## src/hw/rtl/dmx_pkg.sv

```systemverilog
package dmx_pkg;

    // fixed field widths of the ports
    localparam int KIND_W  = 2;
    localparam int SITE_W  = 3;
    localparam int STAMP_W = 16;

    // input item kinds
    localparam logic [KIND_W-1:0] KIND_LOCAL_REQ    = 2'd0;
    localparam logic [KIND_W-1:0] KIND_REMOTE_REQ   = 2'd1;
    localparam logic [KIND_W-1:0] KIND_REMOTE_REPLY = 2'd2;
    localparam logic [KIND_W-1:0] KIND_RELEASE      = 2'd3;

    // result message kinds
    localparam logic [KIND_W-1:0] MSG_REQUEST = 2'd0;
    localparam logic [KIND_W-1:0] MSG_REPLY   = 2'd1;
    localparam logic [KIND_W-1:0] MSG_GRANT   = 2'd2;

    // node modes
    localparam logic [1:0] MODE_IDLE       = 2'd0;
    localparam logic [1:0] MODE_REQUESTING = 2'd1;
    localparam logic [1:0] MODE_CRITICAL   = 2'd2;

    typedef struct packed {
        logic update;
        logic emit;
    } dmx_cmd_t;

    typedef struct packed {
        logic pending_any;
        logic pending_last;
        logic out_free;
    } dmx_status_t;

endpackage

```

## src/hw/rtl/distributed_mutex_node.sv

```systemverilog
// One node of Ricart-Agrawala mutual exclusion driven by a Lamport clock.
// Input beats are local requests, remote requests, remote replies and local
// releases; output beats are request, reply and grant messages, each with its
// destination site and the node clock, and last marks the final message that
// one input beat causes. An input beat is evaluated when it is accepted and
// then sends its messages, if any: a local request that is acted on sends a
// request to every other site, a release a reply to each deferred site.
// Output stalls hold the sending once the output register is full. The
// output register takes one destination a cycle, while it is free, from the
// mask of sites still owed a message; in_ready is low until the mask is
// drained, while the last message may still wait in the output register.
// The clock saturates at its top value and incoming stamps beyond it are
// clipped. The user must write own_site through the cfg channel only while
// the node is idle; the block itself does not enforce it. Values not below
// SITE_COUNT act as the highest site. There is no clearing pass after reset.
module distributed_mutex_node #(
    parameter int SITE_COUNT = 6,
    parameter int CLOCK_BITS = 16
) (
    input  logic                        clk,
    input  logic                        rst_n,
    // configuration write channel
    input  logic                        cfg_valid,
    output logic                        cfg_ready,
    input  logic [dmx_pkg::SITE_W-1:0]  cfg_data,
    // input beats
    input  logic                        in_valid,
    output logic                        in_ready,
    input  logic [dmx_pkg::KIND_W-1:0]  kind,
    input  logic [dmx_pkg::SITE_W-1:0]  source_site,
    input  logic [dmx_pkg::STAMP_W-1:0] stamp,
    // output beats
    output logic                        out_valid,
    input  logic                        out_ready,
    output logic [dmx_pkg::KIND_W-1:0]  message_kind,
    output logic [dmx_pkg::SITE_W-1:0]  dest_site,
    output logic [dmx_pkg::STAMP_W-1:0] out_stamp,
    output logic                        last
);

    dmx_pkg::dmx_cmd_t    cmd;
    dmx_pkg::dmx_status_t status;

    // the register is always writable; the user must write it only between items, the block does not enforce it
    assign cfg_ready = 1'b1;

    // sequencing: evaluate on accept, then drain destinations
    dmx_ctrl u_ctrl (
        .clk      (clk),
        .rst_n    (rst_n),
        .in_valid (in_valid),
        .in_ready (in_ready),
        .cmd      (cmd),
        .status   (status)
    );

    // clock, mode, deferral mask and message output register
    dmx_datapath #(
        .SITE_COUNT (SITE_COUNT),
        .CLOCK_BITS (CLOCK_BITS)
    ) u_datapath (
        .clk          (clk),
        .rst_n        (rst_n),
        .cfg_we       (cfg_valid && cfg_ready),
        .cfg_data     (cfg_data),
        .kind         (kind),
        .source_site  (source_site),
        .stamp        (stamp),
        .cmd          (cmd),
        .status       (status),
        .out_ready    (out_ready),
        .out_valid    (out_valid),
        .message_kind (message_kind),
        .dest_site    (dest_site),
        .out_stamp    (out_stamp),
        .last         (last)
    );

endmodule

```

## src/hw/rtl/dmx_ctrl.sv

```systemverilog
module dmx_ctrl (
    input  logic                 clk,
    input  logic                 rst_n,
    input  logic                 in_valid,
    output logic                 in_ready,
    output dmx_pkg::dmx_cmd_t    cmd,
    input  dmx_pkg::dmx_status_t status
);

    typedef enum logic {
        ST_IDLE,
        ST_EMIT
    } state_t;

    state_t state_reg;
    state_t state_next;

    assign in_ready   = (state_reg == ST_IDLE);
    assign cmd.update = in_valid && (state_reg == ST_IDLE);
    assign cmd.emit   = (state_reg == ST_EMIT) && status.pending_any && status.out_free;

    always_comb
    begin
        state_next = state_reg;
        case (state_reg)
            ST_IDLE:
            begin
                if (in_valid)
                begin
                    state_next = ST_EMIT;
                end
            end
            ST_EMIT:
            begin
                // leave once no destination is pending or the final one goes to the output register
                if (!status.pending_any)
                begin
                    state_next = ST_IDLE;
                end
                else if (status.out_free && status.pending_last)
                begin
                    state_next = ST_IDLE;
                end
            end
            default:
            begin
                state_next = ST_IDLE;
            end
        endcase
    end

    always_ff @(posedge clk or negedge rst_n)
    begin
        if (!rst_n)
        begin
            state_reg <= ST_IDLE;
        end
        else
        begin
            state_reg <= state_next;
        end
    end

endmodule

```

## src/hw/rtl/dmx_datapath.sv

```systemverilog
module dmx_datapath #(
    parameter int SITE_COUNT = 6,
    parameter int CLOCK_BITS = 16
) (
    input  logic                        clk,
    input  logic                        rst_n,
    input  logic                        cfg_we,
    input  logic [dmx_pkg::SITE_W-1:0]  cfg_data,
    input  logic [dmx_pkg::KIND_W-1:0]  kind,
    input  logic [dmx_pkg::SITE_W-1:0]  source_site,
    input  logic [dmx_pkg::STAMP_W-1:0] stamp,
    input  dmx_pkg::dmx_cmd_t           cmd,
    output dmx_pkg::dmx_status_t        status,
    input  logic                        out_ready,
    output logic                        out_valid,
    output logic [dmx_pkg::KIND_W-1:0]  message_kind,
    output logic [dmx_pkg::SITE_W-1:0]  dest_site,
    output logic [dmx_pkg::STAMP_W-1:0] out_stamp,
    output logic                        last
);

    localparam int IDX_W  = ($clog2(SITE_COUNT) > dmx_pkg::SITE_W) ?
                            $clog2(SITE_COUNT) : dmx_pkg::SITE_W;
    localparam int CNT_W  = $clog2(SITE_COUNT);
    localparam int WIDE_W = (CLOCK_BITS > dmx_pkg::STAMP_W) ? CLOCK_BITS : dmx_pkg::STAMP_W;
    localparam logic [CLOCK_BITS-1:0] CLOCK_MAX  = '1;
    localparam logic [31:0]           SITE_LIMIT = 32'(SITE_COUNT);
    localparam logic [CNT_W-1:0]      GRANT_AT   = CNT_W'(SITE_COUNT - 2);

    // protocol state
    logic [dmx_pkg::SITE_W-1:0] own_site_reg;
    logic [CLOCK_BITS-1:0]      clock_reg;
    logic [CLOCK_BITS-1:0]      clock_next;
    logic [CLOCK_BITS-1:0]      req_stamp_reg;
    logic [CLOCK_BITS-1:0]      req_stamp_next;
    logic [1:0]                 mode_reg;
    logic [1:0]                 mode_next;
    logic [CNT_W-1:0]           replies_reg;
    logic [CNT_W-1:0]           replies_next;
    logic [SITE_COUNT-1:0]      deferred_reg;
    logic [SITE_COUNT-1:0]      deferred_next;

    // destinations still to send for the current item
    logic [SITE_COUNT-1:0]      pending_reg;
    logic [SITE_COUNT-1:0]      pending_next;
    logic [dmx_pkg::KIND_W-1:0] msg_kind_reg;
    logic [dmx_pkg::KIND_W-1:0] msg_kind_next;

    // output register
    logic                        out_valid_reg;
    logic [dmx_pkg::KIND_W-1:0]  out_kind_reg;
    logic [dmx_pkg::SITE_W-1:0]  out_dest_reg;
    logic [dmx_pkg::STAMP_W-1:0] out_stamp_reg;
    logic                        out_last_reg;

    logic [IDX_W-1:0]      me;
    logic [IDX_W-1:0]      src;
    logic                  src_ok;
    logic [WIDE_W-1:0]     stamp_wide;
    logic [CLOCK_BITS-1:0] stamp_sat;
    logic [CLOCK_BITS-1:0] clock_max;
    logic [CLOCK_BITS-1:0] clock_inc;
    logic [CLOCK_BITS-1:0] remote_inc;
    logic                  wins;
    logic [SITE_COUNT-1:0] me_oh;
    logic [SITE_COUNT-1:0] src_oh;
    logic [SITE_COUNT-1:0] low_oh;
    logic [SITE_COUNT-1:0] rest;
    logic [IDX_W-1:0]      low_idx;

    always_comb
    begin
        me = ({29'd0, own_site_reg} >= SITE_LIMIT) ? IDX_W'(SITE_COUNT - 1)
                                                   : IDX_W'(own_site_reg);
        src    = IDX_W'(source_site);
        src_ok = ({29'd0, source_site} < SITE_LIMIT) && (src != me);

        // stamps beyond the clock range clip to its top
        stamp_wide = WIDE_W'(stamp);
        stamp_sat  = (stamp_wide > WIDE_W'(CLOCK_MAX)) ? CLOCK_MAX : CLOCK_BITS'(stamp_wide);
        clock_max  = (stamp_sat > clock_reg) ? stamp_sat : clock_reg;
        clock_inc  = (clock_reg == CLOCK_MAX) ? clock_reg : clock_reg + 1'b1;
        remote_inc = (clock_max == CLOCK_MAX) ? clock_max : clock_max + 1'b1;
        wins = (stamp_sat < req_stamp_reg) || ((stamp_sat == req_stamp_reg) && (src < me));

        for (int i = 0; i < SITE_COUNT; i++)
        begin
            me_oh[i]  = (IDX_W'(i) == me);
            src_oh[i] = (IDX_W'(i) == src);
        end

        // lowest pending destination goes out first
        low_oh  = pending_reg & (~pending_reg + 1'b1);
        rest    = pending_reg & ~low_oh;
        low_idx = '0;
        for (int i = 0; i < SITE_COUNT; i++)
        begin
            if (low_oh[i])
            begin
                low_idx = low_idx | IDX_W'(i);
            end
        end
    end

    always_comb
    begin
        clock_next     = clock_reg;
        req_stamp_next = req_stamp_reg;
        mode_next      = mode_reg;
        replies_next   = replies_reg;
        deferred_next  = deferred_reg;
        pending_next   = pending_reg;
        msg_kind_next  = msg_kind_reg;
        if (cmd.update)
        begin
            case (kind)
                dmx_pkg::KIND_LOCAL_REQ:
                begin
                    if (mode_reg == dmx_pkg::MODE_IDLE)
                    begin
                        clock_next     = clock_inc;
                        req_stamp_next = clock_inc;
                        mode_next      = dmx_pkg::MODE_REQUESTING;
                        replies_next   = '0;
                        pending_next   = ~me_oh;
                        msg_kind_next  = dmx_pkg::MSG_REQUEST;
                    end
                end
                dmx_pkg::KIND_REMOTE_REQ:
                begin
                    if (src_ok)
                    begin
                        clock_next = remote_inc;
                        if ((mode_reg == dmx_pkg::MODE_IDLE) ||
                            ((mode_reg == dmx_pkg::MODE_REQUESTING) && wins))
                        begin
                            pending_next  = src_oh;
                            msg_kind_next = dmx_pkg::MSG_REPLY;
                        end
                        else
                        begin
                            deferred_next = deferred_reg | src_oh;
                        end
                    end
                end
                dmx_pkg::KIND_REMOTE_REPLY:
                begin
                    if (src_ok && (mode_reg == dmx_pkg::MODE_REQUESTING))
                    begin
                        replies_next = replies_reg + 1'b1;
                        if (replies_reg == GRANT_AT)
                        begin
                            mode_next     = dmx_pkg::MODE_CRITICAL;
                            pending_next  = me_oh;
                            msg_kind_next = dmx_pkg::MSG_GRANT;
                        end
                    end
                end
                dmx_pkg::KIND_RELEASE:
                begin
                    if (mode_reg == dmx_pkg::MODE_CRITICAL)
                    begin
                        clock_next    = clock_inc;
                        mode_next     = dmx_pkg::MODE_IDLE;
                        pending_next  = deferred_reg;
                        deferred_next = '0;
                        msg_kind_next = dmx_pkg::MSG_REPLY;
                    end
                end
                default:
                begin
                    clock_next = clock_reg;
                end
            endcase
        end
        else if (cmd.emit)
        begin
            pending_next = rest;
        end
    end

    always_ff @(posedge clk or negedge rst_n)
    begin
        if (!rst_n)
        begin
            own_site_reg  <= '0;
            clock_reg     <= '0;
            req_stamp_reg <= '0;
            mode_reg      <= dmx_pkg::MODE_IDLE;
            replies_reg   <= '0;
            deferred_reg  <= '0;
            pending_reg   <= '0;
            msg_kind_reg  <= dmx_pkg::MSG_REQUEST;
            out_valid_reg <= 1'b0;
        end
        else
        begin
            if (cfg_we)
            begin
                own_site_reg <= cfg_data;
            end
            clock_reg     <= clock_next;
            req_stamp_reg <= req_stamp_next;
            mode_reg      <= mode_next;
            replies_reg   <= replies_next;
            deferred_reg  <= deferred_next;
            pending_reg   <= pending_next;
            msg_kind_reg  <= msg_kind_next;
            if (cmd.emit)
            begin
                out_valid_reg <= 1'b1;
            end
            else if (out_ready)
            begin
                out_valid_reg <= 1'b0;
            end
        end
    end

    // message payload, no reset
    always_ff @(posedge clk)
    begin
        if (cmd.emit)
        begin
            out_kind_reg  <= msg_kind_reg;
            out_dest_reg  <= dmx_pkg::SITE_W'(low_idx);
            out_stamp_reg <= dmx_pkg::STAMP_W'(clock_reg);
            out_last_reg  <= (rest == '0);
        end
    end

    assign status.pending_any  = |pending_reg;
    assign status.pending_last = (rest == '0);
    assign status.out_free     = !out_valid_reg || out_ready;

    assign out_valid    = out_valid_reg;
    assign message_kind = out_kind_reg;
    assign dest_site    = out_dest_reg;
    assign out_stamp    = out_stamp_reg;
    assign last         = out_last_reg;

endmodule

```

## config.mk

```make
export PLATFORM = sky130hd
export DESIGN_NAME = distributed_mutex_node
export DESIGN_NICKNAME = d
export VERILOG_FILES = /design/src/hw/rtl/dmx_pkg.sv /design/src/hw/rtl/distributed_mutex_node.sv /design/src/hw/rtl/dmx_ctrl.sv /design/src/hw/rtl/dmx_datapath.sv
export SDC_FILE = /design/constraint.sdc
export NUM_CORES = 1
export LEC_CHECK = 0
export BUFFER_PORTS_ARGS = -buffer_cell sky130_fd_sc_hd__buf_2
export CORE_MARGIN = 1
export CORE_UTILIZATION = 60
export DETAILED_ROUTE_END_ITERATION = 6
export PLACE_DENSITY = 0.81
export SLEW_MARGIN = 20
export SYNTH_ARGS = -nofsm -noshare
export SYNTH_HDL_FRONTEND = slang
export SYNTH_HIERARCHICAL = 1
export SYNTH_SLANG_ARGS = --single-unit
```

## constraint.sdc

```tcl
create_clock -name clk -period 7.25 [get_ports clk]
set_clock_uncertainty 0.05 [all_clocks]
set_input_delay 1.0875 -clock clk [delete_from_list [all_inputs] [get_ports clk]]
set_output_delay 1.0875 -clock clk [all_outputs]
set_load 0.1 [all_outputs]
```

## Word level (Yosys, flattened, before mapping)

Index checks and enable logic that the tools add are counted.

- Multiplexer cells: 44
- Bitwise gates (word level): 7
- Add/sub/neg operators: 4
- Reduce and logical (&&, ||, !) cells: 32
- $lt $le $gt $ge: 6
- Equal/unequal tests: 33

Operators with widths:

| cell | count |
|---|---|
| $mux W16 | 7 |
| $mux W6 | 11 |
| $pmux W16 S3 | 1 |
| $add A16 B1 Y16 const B | 2 |
| $eq A16 B16 Y1 const B | 2 |
| $pmux W6 S4 | 1 |
| $mux W2 | 10 |
| $ne A3 B2 Y1 const B | 6 |
| $not A6 Y6 | 3 |
| $eq A16 B16 Y1 | 1 |
| $gt A16 B16 Y1 | 1 |
| $gt A16 B16 Y1 const B | 1 |
| $lt A16 B16 Y1 | 1 |
| $reduce_and A7 Y1 | 2 |
| $and A6 B6 Y6 | 2 |
| $eq A2 B3 Y1 const A | 4 |
| $eq A3 B3 Y1 const A | 4 |
| $ne A2 B1 Y1 const B | 6 |
| $pmux W6 S2 | 1 |
| $reduce_and A5 Y1 | 2 |
| $mux W3 | 3 |
| $logic_and A1 B1 Y1 | 8 |
| $pmux W2 S4 | 1 |
| $reduce_bool A2 Y1 | 4 |
| 28 further kinds | 42 |

- Register bits after elaboration: 78
- Output and inout port bits: 25
- Word-level logic and storage cells: 142

## Longest topological paths before layout

Gate-level depths: netlist (run 1).

- Depth after elaboration: 11
- Gate-level depth with buffers: 20
- Depth with buffers taken out: 18

## By module

Netlist (run 1), hierarchy kept.

Modules (own cells, without submodules):

| module | seq. area each (um2) | area each (um2) | cells an instance | times used |
|---|---|---|---|---|
| dmx_datapath | 2037.0 | 5397.7 | 630 | 1 |
| dmx_ctrl | 25.0 | 57.6 | 6 | 1 |
| distributed_mutex_node | 0.0 | 11.3 | 2 | 1 |

## Worst setup path before layout (run 1)

No wires, ideal clock.

- Path type: input to register
- From: in stamp[15] (netlist bit)
- To: reg u_datapath.clock_reg[6]
- Library setup time: 0.124 ns
- Stages: 16
- Data arrival time: 4.526 ns
- Path slack: 2.550 ns
- Cell sequence: ha_1 nand4_2 or4_4 a21o_1 nand3_2 o21ai_4 buf_4 o21ai_0 ha_1 nand4_1 or2_2 nor3_1 mux2i_2 nand3_1 xnor2_1 a211o_2

- Word-level cells in the longest chain between the ends: 8
- Elaborated cells between the ends (all ways): 9

RTL lines:

| element | line | RTL |
|---|---|---|
| start: declaration | distributed_mutex_node.sv:31 | `input logic [dmx_pkg::STAMP_W-1:0] stamp,` |
| $gt A16 B16 Y1 | dmx_datapath.sv:80 | `stamp_sat = (stamp_wide > WIDE_W'(CLOCK_MAX)) ? CLOCK_MAX : CLOCK_BITS'(stamp_wide);` |
| $mux W16 * | dmx_datapath.sv:80 |  |
| $gt A16 B16 Y1 | dmx_datapath.sv:81 | `clock_max = (stamp_sat > clock_reg) ? stamp_sat : clock_reg;` |
| $mux W16 * | dmx_datapath.sv:81 |  |
| $add A16 B1 Y16 / $eq A16 B16 Y1 (equally long branches) | dmx_datapath.sv:83 | `remote_inc = (clock_max == CLOCK_MAX) ? clock_max : clock_max + 1'b1;` |
| $mux W16 * | dmx_datapath.sv:83 |  |
| $mux W16 * | dmx_datapath.sv:131 | `if (src_ok)` |
| $pmux W16 S3 * | dmx_datapath.sv:116 | `case (kind)` |
| end signal: assignment | dmx_datapath.sv:202 | `clock_reg <= clock_next;` |
| end: declaration | dmx_datapath.sv:32 | `logic [CLOCK_BITS-1:0] clock_reg;` |

Every way passes the cells marked *; elsewhere a longest branch is shown, timed or not. The select of a mux whose other input is x is not followed.
A chain may end at the register's enable or synchronous reset.

## Worst setup path after layout (run 1)

Same ends and word-level chain as after synthesis.

==> run summary, run 1 <==
The flow ran to the end, and the final reports show no timing, DRC or antenna violations. The critical path starts at stamp[15]. Using the TritonRoute via totals, the vias-per-cell ratio works out to between 6 and 7. The highest ir drop seen on vdd came out at approximately 280 uV. The number of core rows is 34.

The initial antenna violation count came out at 0. After synthesis, the share of flip-flops with an asynchronous set or reset is 71.8%. The power share of the sequential group came out at 32.0%. The largest stage delay on the critical path is 0.58 ns. The number of hold buffers added after CTS was 0. The relative area change from synthesis to final layout came out at 9.45%. The worst slew slack as a fraction of its limit came out at 47.1%. After global routing the overflow that remains totals 0. Leaving out fill and tap cells, the most frequent cell in the layout is nand2_1. Synthesis produced 638 cells.

The first global-routing pass estimated roughly 24000 um of wire. The cell with the largest stage delay on the worst path is or4_4. The final estimated routing congestion in global placement came out at approximately 1.0. The number of setup violations in the final report is 0. The number of max-cap violations came out at 0. The starting density of the core came out at roughly 62%.

The worst setup path is captured at a flop. The total routed wirelength is 14900 um. The combinational share of power is 54.4%. The power after layout is 0.00255 W. The count of inserted antenna diode cells is 0.

The arrival time of the worst setup path came out at 5.20 ns. The register area share after synthesis came out at 37.7%. The full die area came out at 9500 sq um. The total power density per cell area is approximately 430 nW/um^2.

At the pin with the least slew margin, the transition time is about 0.79 ns. Yosys mapped a number of flops with a built-in enable equal to 22. Based on the critical path, the design can be clocked at up to between 200 and 250 MHz. The via count of the routed design is 4982.

The smallest clock period supported by the final layout is computed as 4.99 ns. Counting every sink on the clock net gives 78. The total standard cell area after synthesis is ~5500 sq um. The count of antenna-violating nets left after detailed routing is 0. The remaining routing DRC violations came out at 0. The final max-slew violation count is 0. The net count after synthesis came out at 706.

The synthesis warning total is 6. Broken down by cell family, the worst path's largest delay share belongs to simple AND/OR/NAND/NOR gates. The post-CTS repair timing setup buffer count came out at 0.

The largest driver fanout on the critical path is 32. For this design the total switching power over the nets is 0.00136 W. Input and output buffers added on the ports amount to 52. The number of H-tree branching levels came out at 3.

The net count of the finished layout is around 750. The total buffers and inverters traversed by the critical path came out at 2. The cell occurring most often along the worst timing path is ha_1. Data on the critical path is required at its endpoint by 7.46 ns. The detail-routed net length per standard cell came out at between 15 and 20 um. The share of total power consumed by net switching is 53.3%. The signal on the critical path passes through buf_2 > ha_1 > nand4_2 > or4_4 > a21o_1 > nand3_2 > o21ai_4 > buf_4 > o21ai_0 > ha_1 > nand4_1 > or2_2 > nor3_1 > mux2i_2 > nand3_1 > xnor2_1 > a211o_2. The total CTS buffers is 9. The count of fill cells added during filler insertion came out at ~730. Setup repair after global routing left no endpoint under its margin. The clock reaches the later pin of the worst-skew pair after between 0.3 and 0.4 ns. In the synthesized netlist the dominant register cell turns out to be dfrtp_1. The first TritonRoute pass finished after 5 iterations. The category of the worst setup path launch point is an input pin. Global routing used roughly 32% of the available tracks across all layers. The top-level I/O count is 54. The path category of the worst min-delay check is flop to flop.

The buffer depth of the longest clock path came out at 2. The startpoint identified for the worst register-to-register timing path is u_datapath/clock_reg[15]$_DFFE_PN0P_. The worst hold path begins at u_datapath/msg_kind_reg[0]$_DFFE_PN0P_. The y dimension of the die is between 90 and 100 um. The number of gates given a new drive strength after cts is 0. Clock tree synthesis selected as its root buffer the cell clkbuf_8.

The clock network fraction of design power came out at 13.6%. The pin count of the biggest net entering global routing is 57. The count of routing violations after the opening detailed-route iteration is 455.

The clock-pin transition on the worst setup and hold timing paths came out at 0.09 ns. Summed over all cells, the static leakage comes to 2.55 nW. The via count of the first global-routing pass is about 4700.

The setup TNS is 0 ns. In this run, synthesis produced a sequential element count of 78. Cells with a size suffix above 1 make up 13.6% of the layout. The detailed placer's ending HPWL is 11000 um. Leaving out fill and tap cells, the most frequent cells in the layout are nand2_1 (74), o21ai_0 (63), dfrtp_1 (56). The region available for standard cell placement spans approximately 9000 sq um.

The number of distinct library cell variants in the gate-level netlist after synthesis is 64. The design internal power is approximately 0.0012 W. Averaged over all synthesized cells, the footprint is 8.57 sq um. The floorplan die width is 97.5 um. By startpoint and endpoint, the worst setup path is classified as input pin to flop. The TritonCTS clock tree is yes.

The ratio of final minimum period to clock period is around 70%. The number of hold violations in the final report came out at 0.
## cells in the mapped netlist, types with 7 or more instances
master / n / area share, %
a22o_1: 7 / 1.1
nor2_1: 50 / 3.4
xnor2_1: 29 / 4.6
nor3_1: 22 / 2.0
a21oi_1: 42 / 3.8
dfrtp_1: 56 / 26
edfxtp_1: 22 / 12
nor2b_1: 7 / 0.80
nand3_1: 25 / 2.3
nand2_1: 74 / 5.1
clkbuf_1: 22 / 1.5
or3_1: 7 / 0.80
nand4_1: 11 / 1.3
o211ai_1: 7 / 0.96
inv_1: 44 / 3.0
ha_1: 39 / 8.9
o21ai_0: 63 / 5.8
mux2i_1: 15 / 2.7
## through the flow
stage	hold slack [ns]	util [%]	worst slack (ns)	instance area, sq um	cells
final	0.397	68.3	2.26	5980	790
after global routing	0.411	68.3	2.01	5980	790
after CTS	0.397	68.2	2.32	5980	790
after detailed placement	0.385	65.9	1.93	5770	774
after global placement	0.383	65.9	2.14	5770	774
after floorplan	0.373	-	2.55	5470	638
## worst paths after layout
check                                                           to  slack (ns)  depth (start not counted)
max                            u_datapath/clock_reg[6]$_DFFE_PN0P_        2.26                         17
min                           u_datapath/message_kind[0]$_DFFE_PP_        0.40                          0
max reg2reg                    u_datapath/clock_reg[6]$_DFFE_PN0P_        2.45                         17
min reg2reg                   u_datapath/message_kind[0]$_DFFE_PP_        0.40                          0
max in group asynchronous     u_datapath/clock_reg[12]$_DFFE_PN0P_        5.83                          2
min in group asynchronous  u_datapath/req_stamp_reg[7]$_DFFE_PN0P_        0.81                          2
## area by class of cell
| type | instances | area (sq um) | share of cell area, % |
|---|---|---|---|
| clock buffer | 9 | 124 | 2.07 |
| sequential | 78 | 2060 | 34.5 |
| timing repair buffer | 56 | 290 | 4.85 |
| tap | 108 | 135 | 2.26 |
| multi-input combinational | 488 | 3130 | 52.3 |
| clock inverter | 7 | 80.1 | 1.34 |
| inverter | 44 | 165 | 2.76 |
## power by group through the flow
| stage | Clock (W) | Combinational, W | Sequential [W] |
|---|---|---|---|
| final | 0.000346 | 0.00138 | 0.000815 |
| after global routing | 0.000367 | 0.00148 | 0.000837 |
| after CTS | 0.000354 | 0.00136 | 0.000810 |
| after detailed placement | 0 | 0.00136 | 0.000818 |
| after global placement | 0 | 0.00133 | 0.000810 |
| after floorplan | 0 | 0.000679 | 0.00121 |
## worst reg2reg max path, stage by stage, from the launching register on
cell     delay, ns
dfrtp_1       0.47
inv_1         0.17
ha_1          0.37
nand4_2       0.16
or4_4         0.59
a21o_1        0.18
nand3_2       0.09
o21ai_4       0.06
buf_4         0.25
o21ai_0       0.36
ha_1          0.29
nand4_1       0.17
or2_2         0.37
nor3_1        0.31
mux2i_2       0.26
nand3_1       0.16
xnor2_1       0.07
a211o_2       0.32
## cells by family after synthesis
kind of cell | synth area share [%]
other | 0.0686
xor gates and xnor gates | 5.61
AOI/OAI and AO/OA | 18.4
DFF | 37.7
buffers and inverters | 5.17
muxes | 4.10
and+or+nand+nor | 20.0
adders and majority gates | 8.93
## layer usage
layer	part of all wire, %	vias to the layer above	GRT usage (%)	routed length, um
met4	1.3	0	9.28	189
met5	0	-	0	0
met2	43	260	47.4	6470
met3	9.0	16	6.83	1340
met1	46	2356	48.5	6870
li1	-	2350	-	-
No activity file was read; power rests on OpenSTA's default activity.
==> run 2: changes to the inputs <==
clock period = 4.89 ns   (was 7.25 ns; I/O delays follow)
==> run 2 against run 1 <==
Effect of this change:
- sequential share of layout area fell by 0.18 points
- hold slack improved by 0.0025 ns
- sequential cell count did not move
- cell count rose by 0.25%
- largest cell class unchanged
==> run summary, run 2 (synthesis gave the netlist of run 1 again) <==
The floorplan die width is 97.5 um (unchanged). The most common cell after layout, fill and taps aside is nand2_1. The total CTS buffers was 9 (unchanged). In the layout the commonest cells are nand2_1 (74), o21ai_0 (63), dfrtp_1 (56).

The initial antenna violation count is 0 (unchanged). The post-CTS repair timing setup buffer count came to 0 (unchanged). The total global routing overflow is 0 (unchanged).

The tightest min-delay check is of the flop to flop type. The setup TNS came out at 0 ns (unchanged). Setup repair after global routing left no endpoint under its margin.

The count of hold-fix buffers inserted at cts is 0 (unchanged). The final estimated routing congestion in global placement came out at 1.06 (+5.1%). The depth of the worst register-to-register path came out at 16 (-1). The most critical setup path has its startpoint at u_datapath/clock_reg[15]$_DFFE_PN0P_. The number of core rows came out at 34 (unchanged). The iteration count of the initial detailed-routing pass came to 5 (unchanged). The worst slew slack as a fraction of its limit was 50.3% (+3.2 points). The area of the placeable core is 8760 sq um (unchanged). The via count of the first global-routing pass is 4588 (-3.2%). The worst setup slack for register-to-register paths is 0.35 ns (-2.10 ns). The count of clock tree sinks is 78 (unchanged). The startpoint identified for the worst hold timing path is u_datapath/msg_kind_reg[1]$_DFFE_PN0P_. The full die area is 9500 sq um (unchanged). The total routed wirelength came out at 14700 um (-1.4%). The required arrival time at the worst endpoint came out at 5.09 ns (-2.37 ns). The detailed placer's ending HPWL came out at 10900 um (-1.1%). The count of antenna-violating nets left after detailed routing was 0 (unchanged).

The number of gates given a new drive strength after cts was 0 (unchanged). The count of inserted antenna diode cells came out at 0 (unchanged). The total global-route track usage came out at 31.5% (-0.96 points).

The number of setup violations in the final report was 0 (unchanged). The latest clock arrival within the worst-skew pair was 0.37 ns (about the same). STA classifies the critical path endpoint as a flop.

The final max-slew violation count came out at 0 (unchanged). The pin count of the biggest net entering global routing is 57 (unchanged). The power after layout was 0.00380 W (+49%).

STA classifies the critical path startpoint as a flop. The largest driver fanout on the critical path is 12 (-63%). The run finished with clean final reports. The leakage dissipation came to 2.56 nW (+0.73%).

The clock-pin transition on the worst setup and hold timing paths came out at 0.10 ns (about the same). The remaining routing DRC violations came to 0 (unchanged). The y dimension of the die is 97.5 um (unchanged). The worst register-to-register path begins at u_datapath/clock_reg[15]$_DFFE_PN0P_. The total of buffers placed on input and output ports is 52 (unchanged). The number of hold violations in the final report is 0 (unchanged). The count of routing violations after the opening detailed-route iteration came out at 508 (+12%). The top-level I/O count is 54 (unchanged).

The via count of the routed design is 5063 (+1.6%). The transition time at the pin with the least slew margin came to 0.742 ns (-0.0472 ns). In this run the critical register-to-register path is captured at u_datapath/clock_reg[6]$_DFFE_PN0P_. The number of H-tree branching levels came to 3 (unchanged). The total power density per cell area is 631 nW/um^2 (+48%). The relative area change from synthesis to final layout is 10.0%. The TritonCTS clock tree is yes. The arrival time of the worst setup path came to 4.73 ns (-0.47 ns).

The end point of the most critical hold path is u_datapath/message_kind[1]$_DFFE_PP_. The global-route wire length before repair is 23400 um (-2.9%). The count of fill cells added during filler insertion is 743 (+1.2%). The starting density of the core is 62.4% (unchanged). The routed via count divided by cell count was 6.39 (+1.4%). The number of max-cap violations is 0 (unchanged).

The share of final-layout standard cells stronger than drive strength 1 came to 13.7% (+0.11 points). The maximum clock frequency is 220 MHz. The cell depth of the worst hold path came out at 0 (unchanged).

The buffer depth of the longest clock path came out at 2 (unchanged). The net count of the finished layout is 747 (+0.27%). The detail-routed net length per standard cell is 18.5 um (-1.6%). The tree is rooted in a clkbuf_8.

The post-layout minimum cycle time came out at approximately 4.5 ns. The critical path in this run is classified as flop to flop. The highest ir drop seen on vdd came out at 448 uV (+60%). The ratio of final minimum period to clock period is 92.8%.
-- run 2: cell types whose count changed in the layout (fill, tap and decap cells not counted) --
cell | previous run | this run
inv_8 | 1 | 2
inv_6 | 3 | 1
clkbuf_16 | 0 | 1
nor2b_2 | 2 | 1
nor2b_1 | 6 | 7
buf_4 | 4 | 6
-- run 2: worst max-delay path, cell delays in order (launching register included) --
cell,delay [ns]
dfrtp_1,0.50
inv_1,0.14
ha_1,0.36
nand4_2,0.17
or4_4,0.60
a21o_1,0.18
nand3_2,0.08
o21ai_4,0.12
o21ai_0,0.31
ha_1,0.28
nand4_1,0.15
or2_2,0.37
nor3_1,0.30
mux2i_2,0.25
nand3_1,0.16
xnor2_1,0.07
a211o_2,0.32
-- run 2: final cells by class --
cell class                 count  area [sq um]  area share, %
clock inverter                 6          73.8           1.23
multi-input combinational    488          3120           51.9
clock buffer                  10           149           2.48
tap                          108           135           2.25
inverter                      44           165           2.75
timing repair buffer          58           305           5.08
sequential                    78          2060           34.3
-- run 2: worst max path at each step --
stage,depth (start not counted),slack [ns],to
floorplan,16,0.54,u_datapath/clock_reg[6]$_DFFE_PN0P_
global placement,16,0.33,u_datapath/clock_reg[6]$_DFFE_PN0P_
detailed placement,16,0.19,u_datapath/clock_reg[6]$_DFFE_PN0P_
CTS,16,0.43,u_datapath/clock_reg[6]$_DFFE_PN0P_
global route,16,0.18,u_datapath/clock_reg[6]$_DFFE_PN0P_
finish,16,0.35,u_datapath/clock_reg[6]$_DFFE_PN0P_
-- run 2: layer usage --
layer,track usage [%],share of wire (%),vias up
met1,46.9,45,2388
li1,-,-,2356
met4,12.1,2.8,0
met3,5.32,9.4,39
met5,0,0,-
met2,45.8,43,280
-- run 2: stage by stage --
stage	instances	util, %	area [sq um]	hold WS [ns]	setup slack (ns)
global placement	776	66.1	5790	0.383	0.326
CTS	792	68.6	6010	0.403	0.430
detailed placement	776	66.1	5790	0.391	0.191
floorplan	638	-	5470	0.373	0.544
global route	792	68.6	6010	0.416	0.180
finish	792	68.6	6010	0.399	0.352
-- run 2: power breakdown --
| group | internal, W | switching (W) | leakage (nW) |
|---|---|---|---|
| Combinational | 0.000559 | 0.00149 | 1.54 |
| Clock | 0.000275 | 0.000266 | 0.112 |
| Sequential | 0.000963 | 0.000240 | 0.907 |
==> run 3: changes to the inputs <==
==> constraint.sdc (replaced) <==
create_clock -name clk -period 4.89 [get_ports clk]
set_clock_uncertainty 0.05 [all_clocks]
set_input_delay 1.467 -clock clk [delete_from_list [all_inputs] [get_ports clk]]
set_output_delay 1.467 -clock clk [all_outputs]
set_load 0.1 [all_outputs]
==> run 3 against run 2 <==
Effect of this change:
- hold slack improved by 0.032 ns
- global-route usage rose by 1.3 points
- die area did not move
- largest power group unchanged
- non-clock buffer count rose by 21
- highest routed layer unchanged
- worst setup slack got worse by 0.072 ns
- critical path depth rose by 1
- wire length rose by 2.0%
- critical path type is now input pin to flop
- critical endpoint unchanged
- power rose by 2.6%
- sequential cell count did not move
- core utilization rose by 2.3 points
- via count rose by 1.1%
==> run summary, run 3 (synthesis gave the netlist of run 1 again) <==
The number of hold violations in the final report came out at 0 (unchanged). The y dimension of the die came out at 97.5 um (unchanged). The total global-route track usage is 32.8% (+1.3 points).

The area of the placeable core is 8760 sq um (unchanged). The detailed placer's ending HPWL came to 11500 um (+5.0%). The count of clock tree sinks is 78 (unchanged). The worst path setup slack after routing is 0.280 ns (-0.0722 ns). The largest driver fanout on the critical path is 5 (-7). The total routed wirelength came out at 14900 um (+2.0%).

The transition time at the pin with the least slew margin is 0.897 ns (+0.155 ns). The required arrival time at the worst endpoint was 5.09 ns (about the same). The worst setup path is launched from an input pin. The count of fill cells added during filler insertion is 681 (-8.3%).

Setup repair after global routing left no endpoint under its margin. The design internal power is 0.00188 W (+4.6%). The worst slew slack as a fraction of its limit was 39.8% (-11 points). The full die area came out at 9500 sq um (unchanged).

The initial antenna violation count is 0 (unchanged). The leakage dissipation is 2.69 nW (+5.0%). The highest ir drop seen on vdd is 446 uV (-0.43%). The count of inserted antenna diode cells is 0 (unchanged).

The iteration count of the initial detailed-routing pass is 7 (+2). The number of core rows is 34 (unchanged). The detail-routed net length per standard cell is 18.4 um (-0.65%).

The critical path ends at u_datapath/clock_reg[6]$_DFFE_PN0P_. The routed via count divided by cell count came out at 6.30 (-1.5%). The ratio of final minimum period to clock period is 94.3% (+1.5 points). The post-CTS repair timing setup buffer count is 0 (unchanged). The run finished with clean final reports. The remaining routing DRC violations is 0 (unchanged).

The final design instance area without fill is 6220 sq um (+3.3%). The number of H-tree branching levels came to 3 (unchanged). The final estimated routing congestion in global placement is 0.989 (-6.5%). The count of antenna-violating nets left after detailed routing is 0 (unchanged). The total CTS buffers came out at 9 (unchanged). The total of buffers placed on input and output ports is 52 (unchanged). The latest clock arrival within the worst-skew pair was 0.35 ns (-0.02 ns). The post-layout minimum cycle time is 4.61 ns (+0.0722 ns). The clock-pin transition on the worst setup and hold timing paths was 0.10 ns (about the same). The clock network fraction of design power is 15.2% (+1.0 points). The final design utilization came to 70.9% (+2.3 points). STA classifies the critical path endpoint as a flop. The final max-slew violation count came out at 0 (unchanged). The relative area change from synthesis to final layout came out at 13.7%.

The via count of the routed design is 5119 (+1.1%). The power share of the sequential group came out at 31.1% (-0.6 points). The pin count of the biggest net entering global routing is 31 (-46%). The most common cell after layout, fill and taps aside is nand2_1. The via count of the first global-routing pass is 4940 (+7.7%). The combinational share of power was 53.7% (-0.4 points). The most critical setup path has its startpoint at stamp[15].

The top cell types in the final layout, fill and taps aside, are nand2_1 (74), o21ai_0 (62), dfrtp_1 (56). The area taken by multi-input logic gates is 3140 sq um (+0.64%). The worst setup path is of the input pin to flop kind.

The TritonCTS clock tree is yes. The total placed instance area came out at 5970 sq um (+3.1%). The share of total power consumed by net switching came out at 51.7% (-0.91 points). The tree is rooted in a clkbuf_8. The number of gates given a new drive strength after cts is 0 (unchanged). The global-route wire length before repair came out at 24700 um (+5.6%). The depth of the worst register-to-register path is 17 (+1). The arrival time of the worst setup path was 4.81 ns (+0.08 ns).

The switching power came out at 0.00202 W (+0.85%). The share of final-layout standard cells stronger than drive strength 1 is 16.3% (+2.6 points). The buffer depth of the longest clock path is 2 (unchanged).

The count of hold-fix buffers inserted at cts was 0 (unchanged). The total global routing overflow is 0 (unchanged). The number of setup violations in the final report came to 0 (unchanged). The floorplan die width was 97.5 um (unchanged). The top-level I/O count was 54 (unchanged). The worst-case setup slack after placement came to -0.0331 ns (-0.225 ns). The number of max-cap violations came to 0 (unchanged).

The worst register-to-register path begins at u_datapath/clock_reg[15]$_DFFE_PN0P_. The starting density of the core came out at 62.4% (unchanged). The sequential cell area in the final layout came out at 2060 sq um (unchanged). The maximum clock frequency came to 217 MHz (-1.6%). The worst setup slack for register-to-register paths came out at 0.83 ns (+0.48 ns).

The total power density per cell area is 627 nW/um^2 (-0.71%). The path category of the worst min-delay check is flop to flop. The count of routing violations after the opening detailed-route iteration is 544 (+7.1%). The endpoint identified for the worst register-to-register timing path is u_datapath/clock_reg[6]$_DFFE_PN0P_. The net count of the finished layout is 768 (+2.8%).
-- run 3: power groups by stage --
stage	Clock (W)	Sequential (W)	Combinational [W]
2_1_floorplan	0	0.00179	0.00101
3_3_place_gp	0	0.00120	0.00201
3_5_place_dp	0	0.00122	0.00205
4_1_cts	0.000599	0.00120	0.00206
5_1_grt	0.000629	0.00124	0.00223
6_report	0.000591	0.00121	0.00209
-- run 3: metrics by stage --
stage                     std cells  setup TNS (ns)  hold WS, ns  total power, W
final                           813               0        0.431         0.00389
after global routing            813               0        0.438         0.00410
after CTS                       813               0        0.422         0.00386
after detailed placement        797         -0.0467        0.402         0.00327
after global placement          797               0        0.384         0.00320
after floorplan                 638               0        0.373         0.00280
-- run 3: worst max-delay path, stage by stage --
cell,delay (ns)
buf_2,0.11
ha_1,0.31
nand4_2,0.13
or4_4,0.57
a21o_1,0.18
nand3_2,0.09
o21ai_4,0.08
mux2_2,0.25
ha_1,0.22
nand2_1,0.07
nor3_1,0.23
nand2_1,0.14
nor2_1,0.27
mux2_4,0.24
or3_1,0.11
a21oi_1,0.06
a211o_2,0.30
-- run 3: worst min path at each step --
stage	from	to	slack [ns]	cells past startpoint
3_3_place_gp	u_datapath/msg_kind_reg[0]$_DFFE_PN0P_	u_datapath/message_kind[0]$_DFFE_PP_	0.38	0
4_1_cts	u_datapath/msg_kind_reg[1]$_DFFE_PN0P_	u_datapath/message_kind[1]$_DFFE_PP_	0.42	0
2_1_floorplan	u_datapath/clock_reg[4]$_DFFE_PN0P_	u_datapath/out_stamp[4]$_DFFE_PP_	0.37	0
6_report	u_datapath/msg_kind_reg[1]$_DFFE_PN0P_	u_datapath/message_kind[1]$_DFFE_PP_	0.43	0
3_5_place_dp	u_datapath/msg_kind_reg[0]$_DFFE_PN0P_	u_datapath/message_kind[0]$_DFFE_PP_	0.40	0
5_1_grt	u_datapath/msg_kind_reg[1]$_DFFE_PN0P_	u_datapath/message_kind[1]$_DFFE_PP_	0.44	0
-- run 3: per-layer routing --
layer	vias to the layer above	track usage (%)	part of all wire [%]
met3	21	9.06	9.9
met4	0	9.39	1.6
met1	2434	47.3	46
met2	270	48.4	43
li1	2394	-	-
met5	-	0	0
-- run 3: area by class of cell --
type | count | area share (%)
Clock inverter | 6 | 1.57
Clock buffer | 10 | 2.40
Inverter | 44 | 2.66
Sequential cell | 78 | 33.2
Tap cell | 108 | 2.17
Timing Repair Buffer | 79 | 7.45
Multi-Input combinational cell | 488 | 50.6
